===== src/hw/rtl/i64ht_pkg.sv =====
// Package for the ICMPv6 to ICMPv4 header translator.
// Holds message codes, verdicts, stage word types and the pointer remap function.
package i64ht_pkg;

  // Configuration port geometry.
  localparam int ApbAddrW = 3;
  localparam int ApbDataW = 32;
  localparam logic [ApbAddrW-1:0] RegNat64Mode = 3'd0;

  // ICMPv6 message types.
  localparam logic [7:0] Icmp6DestUnreach = 8'd1;
  localparam logic [7:0] Icmp6PktTooBig   = 8'd2;
  localparam logic [7:0] Icmp6TimeExceed  = 8'd3;
  localparam logic [7:0] Icmp6ParamProb   = 8'd4;
  localparam logic [7:0] Icmp6EchoReq     = 8'd128;
  localparam logic [7:0] Icmp6EchoReply   = 8'd129;

  // ICMPv4 message types.
  localparam logic [7:0] Icmp4EchoReply   = 8'd0;
  localparam logic [7:0] Icmp4DestUnreach = 8'd3;
  localparam logic [7:0] Icmp4Echo        = 8'd8;
  localparam logic [7:0] Icmp4TimeExceed  = 8'd11;
  localparam logic [7:0] Icmp4ParamProb   = 8'd12;

  // ICMPv4 destination unreachable codes.
  localparam logic [7:0] Icmp4CodeZero       = 8'd0;
  localparam logic [7:0] Icmp4CodeHostUnr    = 8'd1;
  localparam logic [7:0] Icmp4CodeProtoUnr   = 8'd2;
  localparam logic [7:0] Icmp4CodePortUnr    = 8'd3;
  localparam logic [7:0] Icmp4CodeFragNeeded = 8'd4;
  localparam logic [7:0] Icmp4CodeHostProhib = 8'd10;

  // ICMPv6 codes that are translated.
  localparam logic [7:0] Icmp6CodeNoRoute   = 8'd0;
  localparam logic [7:0] Icmp6CodeAdminProh = 8'd1;
  localparam logic [7:0] Icmp6CodeBeyondScp = 8'd2;
  localparam logic [7:0] Icmp6CodeAddrUnr   = 8'd3;
  localparam logic [7:0] Icmp6CodePortUnr   = 8'd4;
  localparam logic [7:0] Icmp6CodeErrHeader = 8'd0;
  localparam logic [7:0] Icmp6CodeNextHdr   = 8'd1;

  // IPv6 and IPv4 header length difference, and pointer remap bounds.
  localparam int HdrDelta   = 20;
  localparam int PtrMax     = 39;
  localparam int PtrSrcBase = 24;
  localparam int PtrDstBase = 8;
  localparam logic [4:0] Ptr4Dst = 5'd16;
  localparam logic [4:0] Ptr4Src = 5'd12;
  localparam logic [4:0] Ptr4Proto = 5'd9;
  localparam logic [4:0] Ptr4Ttl = 5'd8;
  localparam logic [4:0] Ptr4Len = 5'd2;

  typedef enum logic [1:0] {
    VERDICT_INFO    = 2'd0,
    VERDICT_ERROR   = 2'd1,
    VERDICT_DISCARD = 2'd2
  } verdict_t;

  // Result of a parameter problem pointer remap.
  typedef struct packed {
    logic       ok;
    logic [4:0] p4;
  } ptr_map_t;

  // Word carried between pipeline stages.
  typedef struct packed {
    verdict_t    verdict;
    logic [7:0]  icmp4_type;
    logic [7:0]  icmp4_code;
    logic        is_mtu;
    logic [31:0] rest_fixed;
    logic [15:0] mtu_a;
    logic [15:0] mtu_b;
    logic [15:0] mtu_c;
  } stage_word_t;

  // Maps an IPv6 header pointer to its IPv4 header counterpart.
  function automatic ptr_map_t map_pointer(input logic [31:0] p6);
    ptr_map_t r;
    r.ok = 1'b1;
    r.p4 = '0;
    if (p6 > 32'(PtrMax)) begin
      r.ok = 1'b0;
    end else if (p6 >= 32'(PtrSrcBase)) begin
      r.p4 = Ptr4Dst;
    end else if (p6 >= 32'(PtrDstBase)) begin
      r.p4 = Ptr4Src;
    end else begin
      unique case (p6[2:0])
        3'd0: r.p4 = 5'd0;
        3'd1: r.p4 = 5'd1;
        3'd4, 3'd5: r.p4 = Ptr4Len;
        3'd6: r.p4 = Ptr4Proto;
        3'd7: r.p4 = Ptr4Ttl;
        default: r.ok = 1'b0;
      endcase
    end
    return r;
  endfunction

endpackage


===== src/hw/rtl/i64ht_decode.sv =====
// First pipeline stage: decodes the ICMPv6 header and prepares MTU operands.
// Depends on i64ht_pkg.
module i64ht_decode (
  input  logic                  clk,
  input  logic                  rst,
  input  logic                  nat64_mode,
  input  logic                  in_valid,
  output logic                  in_ready,
  input  logic [7:0]            v6_type,
  input  logic [7:0]            v6_code,
  input  logic [31:0]           rest_word,
  input  logic [15:0]           mapped_echo_id,
  input  logic [15:0]           in_dev_mtu,
  input  logic [15:0]           out_dev_mtu,
  input  logic                  route_found,
  output logic                  s1_valid,
  input  logic                  s1_ready,
  output i64ht_pkg::stage_word_t s1
);
  import i64ht_pkg::*;

  stage_word_t s1_next;
  ptr_map_t    ptr;
  logic [31:0] rest_sub;
  logic [15:0] in_mtu_sub;

  // The stage takes a word when it is empty or its word moves on.
  assign in_ready = !s1_valid || s1_ready;

  // Saturating header length corrections for the MTU path.
  assign rest_sub   = (rest_word >= 32'(HdrDelta)) ? rest_word - 32'(HdrDelta) : '0;
  assign in_mtu_sub = (in_dev_mtu >= 16'(HdrDelta)) ? in_dev_mtu - 16'(HdrDelta) : '0;
  assign ptr        = map_pointer(rest_word);

  // Type and code translation; anything not listed is dropped with zeros.
  always_comb begin
    s1_next            = '0;
    s1_next.verdict    = VERDICT_DISCARD;
    s1_next.mtu_a      = (|rest_sub[31:16]) ? 16'hFFFF : rest_sub[15:0];
    s1_next.mtu_b      = out_dev_mtu;
    s1_next.mtu_c      = in_mtu_sub;
    unique case (v6_type)
      Icmp6EchoReq, Icmp6EchoReply: begin
        s1_next.verdict    = VERDICT_INFO;
        s1_next.icmp4_type = (v6_type == Icmp6EchoReq) ? Icmp4Echo : Icmp4EchoReply;
        s1_next.icmp4_code = Icmp4CodeZero;
        s1_next.rest_fixed = {(nat64_mode ? mapped_echo_id : rest_word[31:16]),
                              rest_word[15:0]};
      end
      Icmp6DestUnreach: begin
        s1_next.icmp4_type = Icmp4DestUnreach;
        unique case (v6_code)
          Icmp6CodeNoRoute, Icmp6CodeBeyondScp, Icmp6CodeAddrUnr: begin
            s1_next.verdict    = VERDICT_ERROR;
            s1_next.icmp4_code = Icmp4CodeHostUnr;
          end
          Icmp6CodeAdminProh: begin
            s1_next.verdict    = VERDICT_ERROR;
            s1_next.icmp4_code = Icmp4CodeHostProhib;
          end
          Icmp6CodePortUnr: begin
            s1_next.verdict    = VERDICT_ERROR;
            s1_next.icmp4_code = Icmp4CodePortUnr;
          end
          default: s1_next.icmp4_type = '0;
        endcase
      end
      Icmp6PktTooBig: begin
        if (route_found) begin
          s1_next.verdict    = VERDICT_ERROR;
          s1_next.icmp4_type = Icmp4DestUnreach;
          s1_next.icmp4_code = Icmp4CodeFragNeeded;
          s1_next.is_mtu     = 1'b1;
        end
      end
      Icmp6TimeExceed: begin
        s1_next.verdict    = VERDICT_ERROR;
        s1_next.icmp4_type = Icmp4TimeExceed;
        s1_next.icmp4_code = v6_code;
      end
      Icmp6ParamProb: begin
        if (v6_code == Icmp6CodeErrHeader && ptr.ok) begin
          s1_next.verdict    = VERDICT_ERROR;
          s1_next.icmp4_type = Icmp4ParamProb;
          s1_next.icmp4_code = Icmp4CodeZero;
          s1_next.rest_fixed = {3'b000, ptr.p4, 24'h000000};
        end else if (v6_code == Icmp6CodeNextHdr) begin
          s1_next.verdict    = VERDICT_ERROR;
          s1_next.icmp4_type = Icmp4DestUnreach;
          s1_next.icmp4_code = Icmp4CodeProtoUnr;
        end
      end
      default: ;
    endcase
  end

  // Stage register with its valid bit.
  always_ff @(posedge clk) begin
    if (rst) begin
      s1_valid <= 1'b0;
    end else if (in_ready) begin
      s1_valid <= in_valid;
    end
    if (in_valid && in_ready) begin
      s1 <= s1_next;
    end
  end

endmodule


===== src/hw/rtl/i64ht_mtu_min.sv =====
// Second pipeline stage: first compare of the packet too big MTU minimum.
// Depends on i64ht_pkg.
module i64ht_mtu_min (
  input  logic                   clk,
  input  logic                   rst,
  input  logic                   s1_valid,
  output logic                   s1_ready,
  input  i64ht_pkg::stage_word_t s1,
  output logic                   s2_valid,
  input  logic                   s2_ready,
  output i64ht_pkg::stage_word_t s2
);
  import i64ht_pkg::*;

  stage_word_t s2_next;

  assign s1_ready = !s2_valid || s2_ready;

  // Smaller of the corrected packet MTU and the outgoing device MTU.
  always_comb begin
    s2_next       = s1;
    s2_next.mtu_a = (s1.mtu_b < s1.mtu_a) ? s1.mtu_b : s1.mtu_a;
  end

  // Stage register with its valid bit.
  always_ff @(posedge clk) begin
    if (rst) begin
      s2_valid <= 1'b0;
    end else if (s1_ready) begin
      s2_valid <= s1_valid;
    end
    if (s1_valid && s1_ready) begin
      s2 <= s2_next;
    end
  end

endmodule


===== src/hw/rtl/icmp6_to_icmp4_header_translator.sv =====
// ICMPv6 to ICMPv4 header translator, top level with configuration port and output stage.
// Depends on i64ht_pkg, i64ht_decode and i64ht_mtu_min.
//
// Takes one ICMPv6 header word per cycle and returns one ICMPv4 header word with a
// verdict once it has passed the three register stages (decode, MTU compare, output
// register); each holds one word, so a new word enters every cycle
// while out_ready is high. When the output stalls, words stay in their stages and
// in_ready falls once all three are full. The nat64_mode register sits at byte address 0
// and is to be written only while no word is in flight.
module icmp6_to_icmp4_header_translator (
  input  logic                           clk,
  input  logic                           rst,
  // Configuration port.
  input  logic                           psel,
  input  logic                           penable,
  input  logic                           pwrite,
  input  logic [i64ht_pkg::ApbAddrW-1:0] paddr,
  input  logic [i64ht_pkg::ApbDataW-1:0] pwdata,
  output logic [i64ht_pkg::ApbDataW-1:0] prdata,
  output logic                           pready,
  // Input channel.
  input  logic                           in_valid,
  output logic                           in_ready,
  input  logic [7:0]                     v6_type,
  input  logic [7:0]                     v6_code,
  input  logic [31:0]                    rest_word,
  input  logic [15:0]                    mapped_echo_id,
  input  logic [15:0]                    in_dev_mtu,
  input  logic [15:0]                    out_dev_mtu,
  input  logic                           route_found,
  // Output channel.
  output logic                           out_valid,
  input  logic                           out_ready,
  output logic [7:0]                     icmp4_type,
  output logic [7:0]                     icmp4_code,
  output logic [31:0]                    icmp4_rest,
  output logic [1:0]                     verdict
);
  import i64ht_pkg::*;

  logic        nat64_mode;
  logic        s1_valid;
  logic        s1_ready;
  logic        s2_valid;
  logic        s2_ready;
  stage_word_t s1;
  stage_word_t s2;
  logic [15:0] mtu_min;
  logic [31:0] rest_next;
  logic [7:0]  out_type;
  logic [7:0]  out_code;
  logic [31:0] out_rest;
  verdict_t    out_verdict;

  // Configuration register write and read back.
  assign pready = 1'b1;
  assign prdata = (paddr == RegNat64Mode) ? {{(ApbDataW-1){1'b0}}, nat64_mode} : '0;

  always_ff @(posedge clk) begin
    if (rst) begin
      nat64_mode <= 1'b0;
    end else if (psel && penable && pwrite && pready && paddr == RegNat64Mode) begin
      nat64_mode <= pwdata[0];
    end
  end

  // Decode stage.
  i64ht_decode u_decode (
    .clk            (clk),
    .rst            (rst),
    .nat64_mode     (nat64_mode),
    .in_valid       (in_valid),
    .in_ready       (in_ready),
    .v6_type        (v6_type),
    .v6_code        (v6_code),
    .rest_word      (rest_word),
    .mapped_echo_id (mapped_echo_id),
    .in_dev_mtu     (in_dev_mtu),
    .out_dev_mtu    (out_dev_mtu),
    .route_found    (route_found),
    .s1_valid       (s1_valid),
    .s1_ready       (s1_ready),
    .s1             (s1)
  );

  // MTU compare stage.
  i64ht_mtu_min u_mtu_min (
    .clk      (clk),
    .rst      (rst),
    .s1_valid (s1_valid),
    .s1_ready (s1_ready),
    .s1       (s1),
    .s2_valid (s2_valid),
    .s2_ready (s2_ready),
    .s2       (s2)
  );

  // Final compare against the corrected input device MTU and rest word selection.
  assign mtu_min   = (s2.mtu_c < s2.mtu_a) ? s2.mtu_c : s2.mtu_a;
  assign rest_next = s2.is_mtu ? {16'h0000, mtu_min} : s2.rest_fixed;
  assign s2_ready  = !out_valid || out_ready;

  // Output register.
  always_ff @(posedge clk) begin
    if (rst) begin
      out_valid <= 1'b0;
    end else if (s2_ready) begin
      out_valid <= s2_valid;
    end
    if (s2_valid && s2_ready) begin
      out_type    <= s2.icmp4_type;
      out_code    <= s2.icmp4_code;
      out_rest    <= rest_next;
      out_verdict <= s2.verdict;
    end
  end

  assign icmp4_type = out_type;
  assign icmp4_code = out_code;
  assign icmp4_rest = out_rest;
  assign verdict    = out_verdict;

endmodule


===== config.mk =====
export PLATFORM = sky130hd
export DESIGN_NAME = icmp6_to_icmp4_header_translator
export DESIGN_NICKNAME = d
export VERILOG_FILES = /design/src/hw/rtl/i64ht_pkg.sv /design/src/hw/rtl/i64ht_decode.sv /design/src/hw/rtl/i64ht_mtu_min.sv /design/src/hw/rtl/icmp6_to_icmp4_header_translator.sv
export SDC_FILE = /design/constraint.sdc
export NUM_CORES = 1
export LEC_CHECK = 0
export BUFFER_PORTS_ARGS = -buffer_cell sky130_fd_sc_hd__buf_4
export CORE_ASPECT_RATIO = 1.1
export CORE_UTILIZATION = 45
export CTS_CLUSTER_DIAMETER = 200
export DETAILED_ROUTE_END_ITERATION = 8
export PLACE_DENSITY = 0.74
export SLEW_MARGIN = 10
export SYNTH_ARGS = -nofsm -noshare
export SYNTH_HDL_FRONTEND = slang
export SYNTH_SLANG_ARGS = --single-unit

===== constraint.sdc =====
create_clock -name clk -period 22.2 [get_ports clk]
set_input_delay 2.22 -clock clk [delete_from_list [all_inputs] [get_ports clk]]
set_output_delay 2.22 -clock clk [all_outputs]
set_load 0.005 [all_outputs]

==> summary.md <==
| Metric | Value |
|---|---|
| Post-synthesis register bit count | `221` |
| Row cnt | `56` |
| Antenna cells | `0` |
| WP data arrival | `3280 ps` |
| Achievable Freq | `~180 MHz` |
| Core Region | `21600 sq um` |
| Via density | `~5.1` |
| Clock Path Buffers | `3` |
| Routed len/inst | `between 15 and 20 um` |
| Cell Pwr Density | `roughly 78 nW/um^2` |
| First-pass GRT wire length | `30800 um` |
| CTS Root Buffer Type | `clkbuf_16` |
| Crit path kind | `input port to output pin` |
| Ports | `224` |
| Setup bufs post-CTS | `0` |
| Worst-path clk slew | `~50 ps` |
| Post-CTS Resized | `0` |
| Relative slew slack | `27.6%` |
| Period minus WS final | `~5500 ps` |
| Vias in the first global route | `between 5k and 6k` |
| Synthesis Warnings | `0` |
| Unrepaired setup endpoints after global routing | `no` |
| # clock sinks | `~220` |
| Final setup viols | `0` |
| Worst skew pair latency | `510 ps` |
| Sequential fraction of the synthesis area | `between 60% and 70%` |
| Largest net degree at the start of global routing | `79` |
| Pre-Repair DR Iteration Count | `5` |
| Number of distinct library cells after synthesis | `60` |
| CP Capture Type | `output pin` |
| Final hold vios | `0` |
| Largest family of logic cells by synthesized area | `simple AND/OR/NAND/NOR gates` |
| Simple-Gate Fraction of Synth Area | `between 10% and 20%` |
| Post-synth EDFFs | `between 200 and 250` |
| Post-Place Worst Slack | `16700 ps` |
| P_leak | `4.55 nW` |
| Synth Area in XOR/XNOR | `~1.7%` |
| Fin Setup TNS | `0 ps` |
| Via count | `6250` |
| Setup ws final | `16700 ps` |
| CTS buffer count | `23` |
| Layout area overhead | `20.9%` |
| Hold slack final | `415 ps` |
| GP Congestion | `0.851` |
| Nets | `1094` |
| Ys async rst share | `0%` |
| Hold-fix buffers, CTS | `0` |
| Hold Path Class | `register to register` |
| Drt drc | `0` |
| Syn avg cell area | `13.2 sq um` |
| Clk_skew | `9.80 ps` |
| Post-route ant nets | `0` |
| Fraction of the mapped netlist area in compound gates | `7.49%` |
| Die area | `22900 sq um` |
| Crit path max fanout | `6` |
| HPWL reported at the end of detailed placement | `14600 um` |
| Clock H-tree levels | `1` |
| Critical Path Source Type | `input port` |
| Outcome | `completed` |
| CTS tree | `built` |
| Die H | `between 150 and 200 um` |
| GRT Residual Overflow | `0` |
| Mapped Cells | `759` |
| Initial antenna violation count | `0` |
| Fillers | `1819` |
| Fin crit share | `24.8%` |
| Mapped Area | `10000 sq um` |
| Mux cell area share after synthesis | `3.49%` |
| Die width | `144 um` |
| PortBufs | `between 150 and 200` |
| Initial drt markers | `380` |
| All-layer global routing usage | `between 15 and 20%` |
| Layout cell share with drive strength beyond 1 | `23.8%` |
| Post-synthesis adder-cell area fraction | `~4.4%` |
| Least-Margin Pin Slew | `1080 ps` |
| Max Cap Violations | `0` |
| Fin. max-slew vios | `0` |
| Peak supply drop | `0.0556 mV` |
| Initial Util | `46.5%` |
| Critical Path RT | `19980 ps` |
| DRT Wirelength | `just over 20000 um` |
| Main flop type after synthesis | `edfxtp_1` |
==> final timing paths <==
check	slack [ps]	cells past startpoint	startpoint	endpoint
min	420	0	u_decode.s1[55]$_DFFE_PP_	u_mtu_min.s2[55]$_DFFE_PP_
max	16700	4	out_ready	in_ready
max reg2reg	19320	8	u_decode.s1[18]$_DFFE_PP_	u_mtu_min.s2[39]$_DFFE_PP_
min reg2reg	420	0	u_decode.s1[55]$_DFFE_PP_	u_mtu_min.s2[55]$_DFFE_PP_
==> report_power, final <==
group | switching (mW) | leakage, nW | internal, mW
clock network | 0.153 | 0.348 | 0.214
registers | 0.00828 | 2.09 | 0.484
logic | 0.0448 | 2.11 | 0.0373
total | 0.206 | 4.55 | 0.735
==> cells in the mapped netlist (5+ instances only) <==
cell type / n / area (sq um)
edfxtp_1: 217 / 6520
nor2_1: 77 / 289
inv_1: 43 / 161
buf_4: 38 / 285
ha_1: 35 / 438
a21oi_1: 34 / 170
o21ai_0: 31 / 155
nand2_1: 27 / 101
nor2b_1: 27 / 169
clkbuf_1: 21 / 78.8
a31oi_1: 18 / 113
and2_1: 18 / 113
mux2i_1: 17 / 170
mux2_2: 16 / 180
or3_1: 16 / 100
xnor2_1: 14 / 123
nor3_1: 11 / 55.1
nor4_1: 9 / 56.3
nand4_1: 6 / 37.5
xor2_1: 6 / 52.6
nand3_1: 5 / 25.0
nor3b_1: 5 / 37.5
o21a_1: 5 / 37.5
o32ai_1: 5 / 43.8
or4_1: 5 / 37.5
==> flip-flops by register name, indices dropped and copies added, names as in the netlist <==
name and cells:
icmp4_code 8, icmp4_rest 32, icmp4_type 3, nat64_mode 1
out_valid 1, u_decode.s1 94, u_decode.s1_valid 1, u_mtu_min.s2 78
u_mtu_min.s2_valid 1, verdict 2
==> cell usage in the layout, fill, tap and decap left out, types with 3 or more instances in the layout <==
cell	n
nor2_1	77
inv_1	43
a211oi_1	3
nand3_1	5
o21a_1	5
xnor2_1	14
clkbuf_16	23
a21oi_1	34
a21o_1	3
a31oi_1	17
xor2_1	6
o31ai_1	3
o211ai_1	4
or3_1	16
nor3b_1	5
edfxtp_1	217
or4_1	5
buf_4	163
o21ai_0	31
ha_1	35
nor2b_1	26
dfxtp_1	4
clkinvlp_4	4
clkinv_2	5
mux2_2	16
and2_1	18
mux2i_1	17
o32ai_1	5
clkbuf_1	3
nand4_1	6
nor3_1	11
nand2b_1	4
nand2_1	27
conb_1	36
nor4_1	9
==> layout make-up <==
type | instances | area, sq um | share of cell area (%)
clock buffer | 26 | 587 | 4.84
clock inverter | 15 | 140 | 1.16
inverter | 43 | 161 | 1.33
multi-input combinational | 468 | 3060 | 25.2
sequential | 221 | 6600 | 54.4
tap | 290 | 363 | 2.99
timing repair buffer | 163 | 1220 | 10.1
==> metal layers <==
| metal | part of all wire [%] | wire length, um | vias up | GRT usage [%] |
|---|---|---|---|---|
| met4 | 1.6 | 324 | 0 | 4.56 |
| met5 | 0 | 0 | - | 0 |
| met3 | 4.6 | 932 | 30 | 2.83 |
| li1 | - | - | 3053 | - |
| met1 | 43 | 8590 | 3006 | 22.9 |
| met2 | 51 | 10300 | 161 | 31.0 |
==> cells by family (layout without fill, tap and decap cells) <==
| kind of cell | count (synthesis) | after routing |
|---|---|---|
| and+or+nand+nor | 223 | 223 |
| DFF | 221 | 221 |
| AOI/OAI and AO/OA | 121 | 121 |
| buffers and inverters | 104 | 247 |
| adders and majority gates | 35 | 35 |
| muxes | 33 | 33 |
| xor gates and xnor gates | 20 | 20 |
| other | 2 | 36 |
==> critical path: stages <==
cell and delay (ps):
buf_4 110, nor2b_1 580, nand3_1 190, buf_4 180
==> per-stage QoR <==
step | instance area (sq um) | util [%] | total power [mW] | instances
floorplan | 10200 | - | 0.550 | 793
global placement | 11400 | 52.8 | 0.580 | 1185
detailed placement | 11400 | 52.8 | 0.583 | 1185
CTS | 12100 | 56.2 | 0.950 | 1226
global route | 12100 | 56.2 | 0.979 | 1226
finish | 12100 | 56.2 | 0.941 | 1226
No activity file was read; power rests on OpenSTA's default activity.
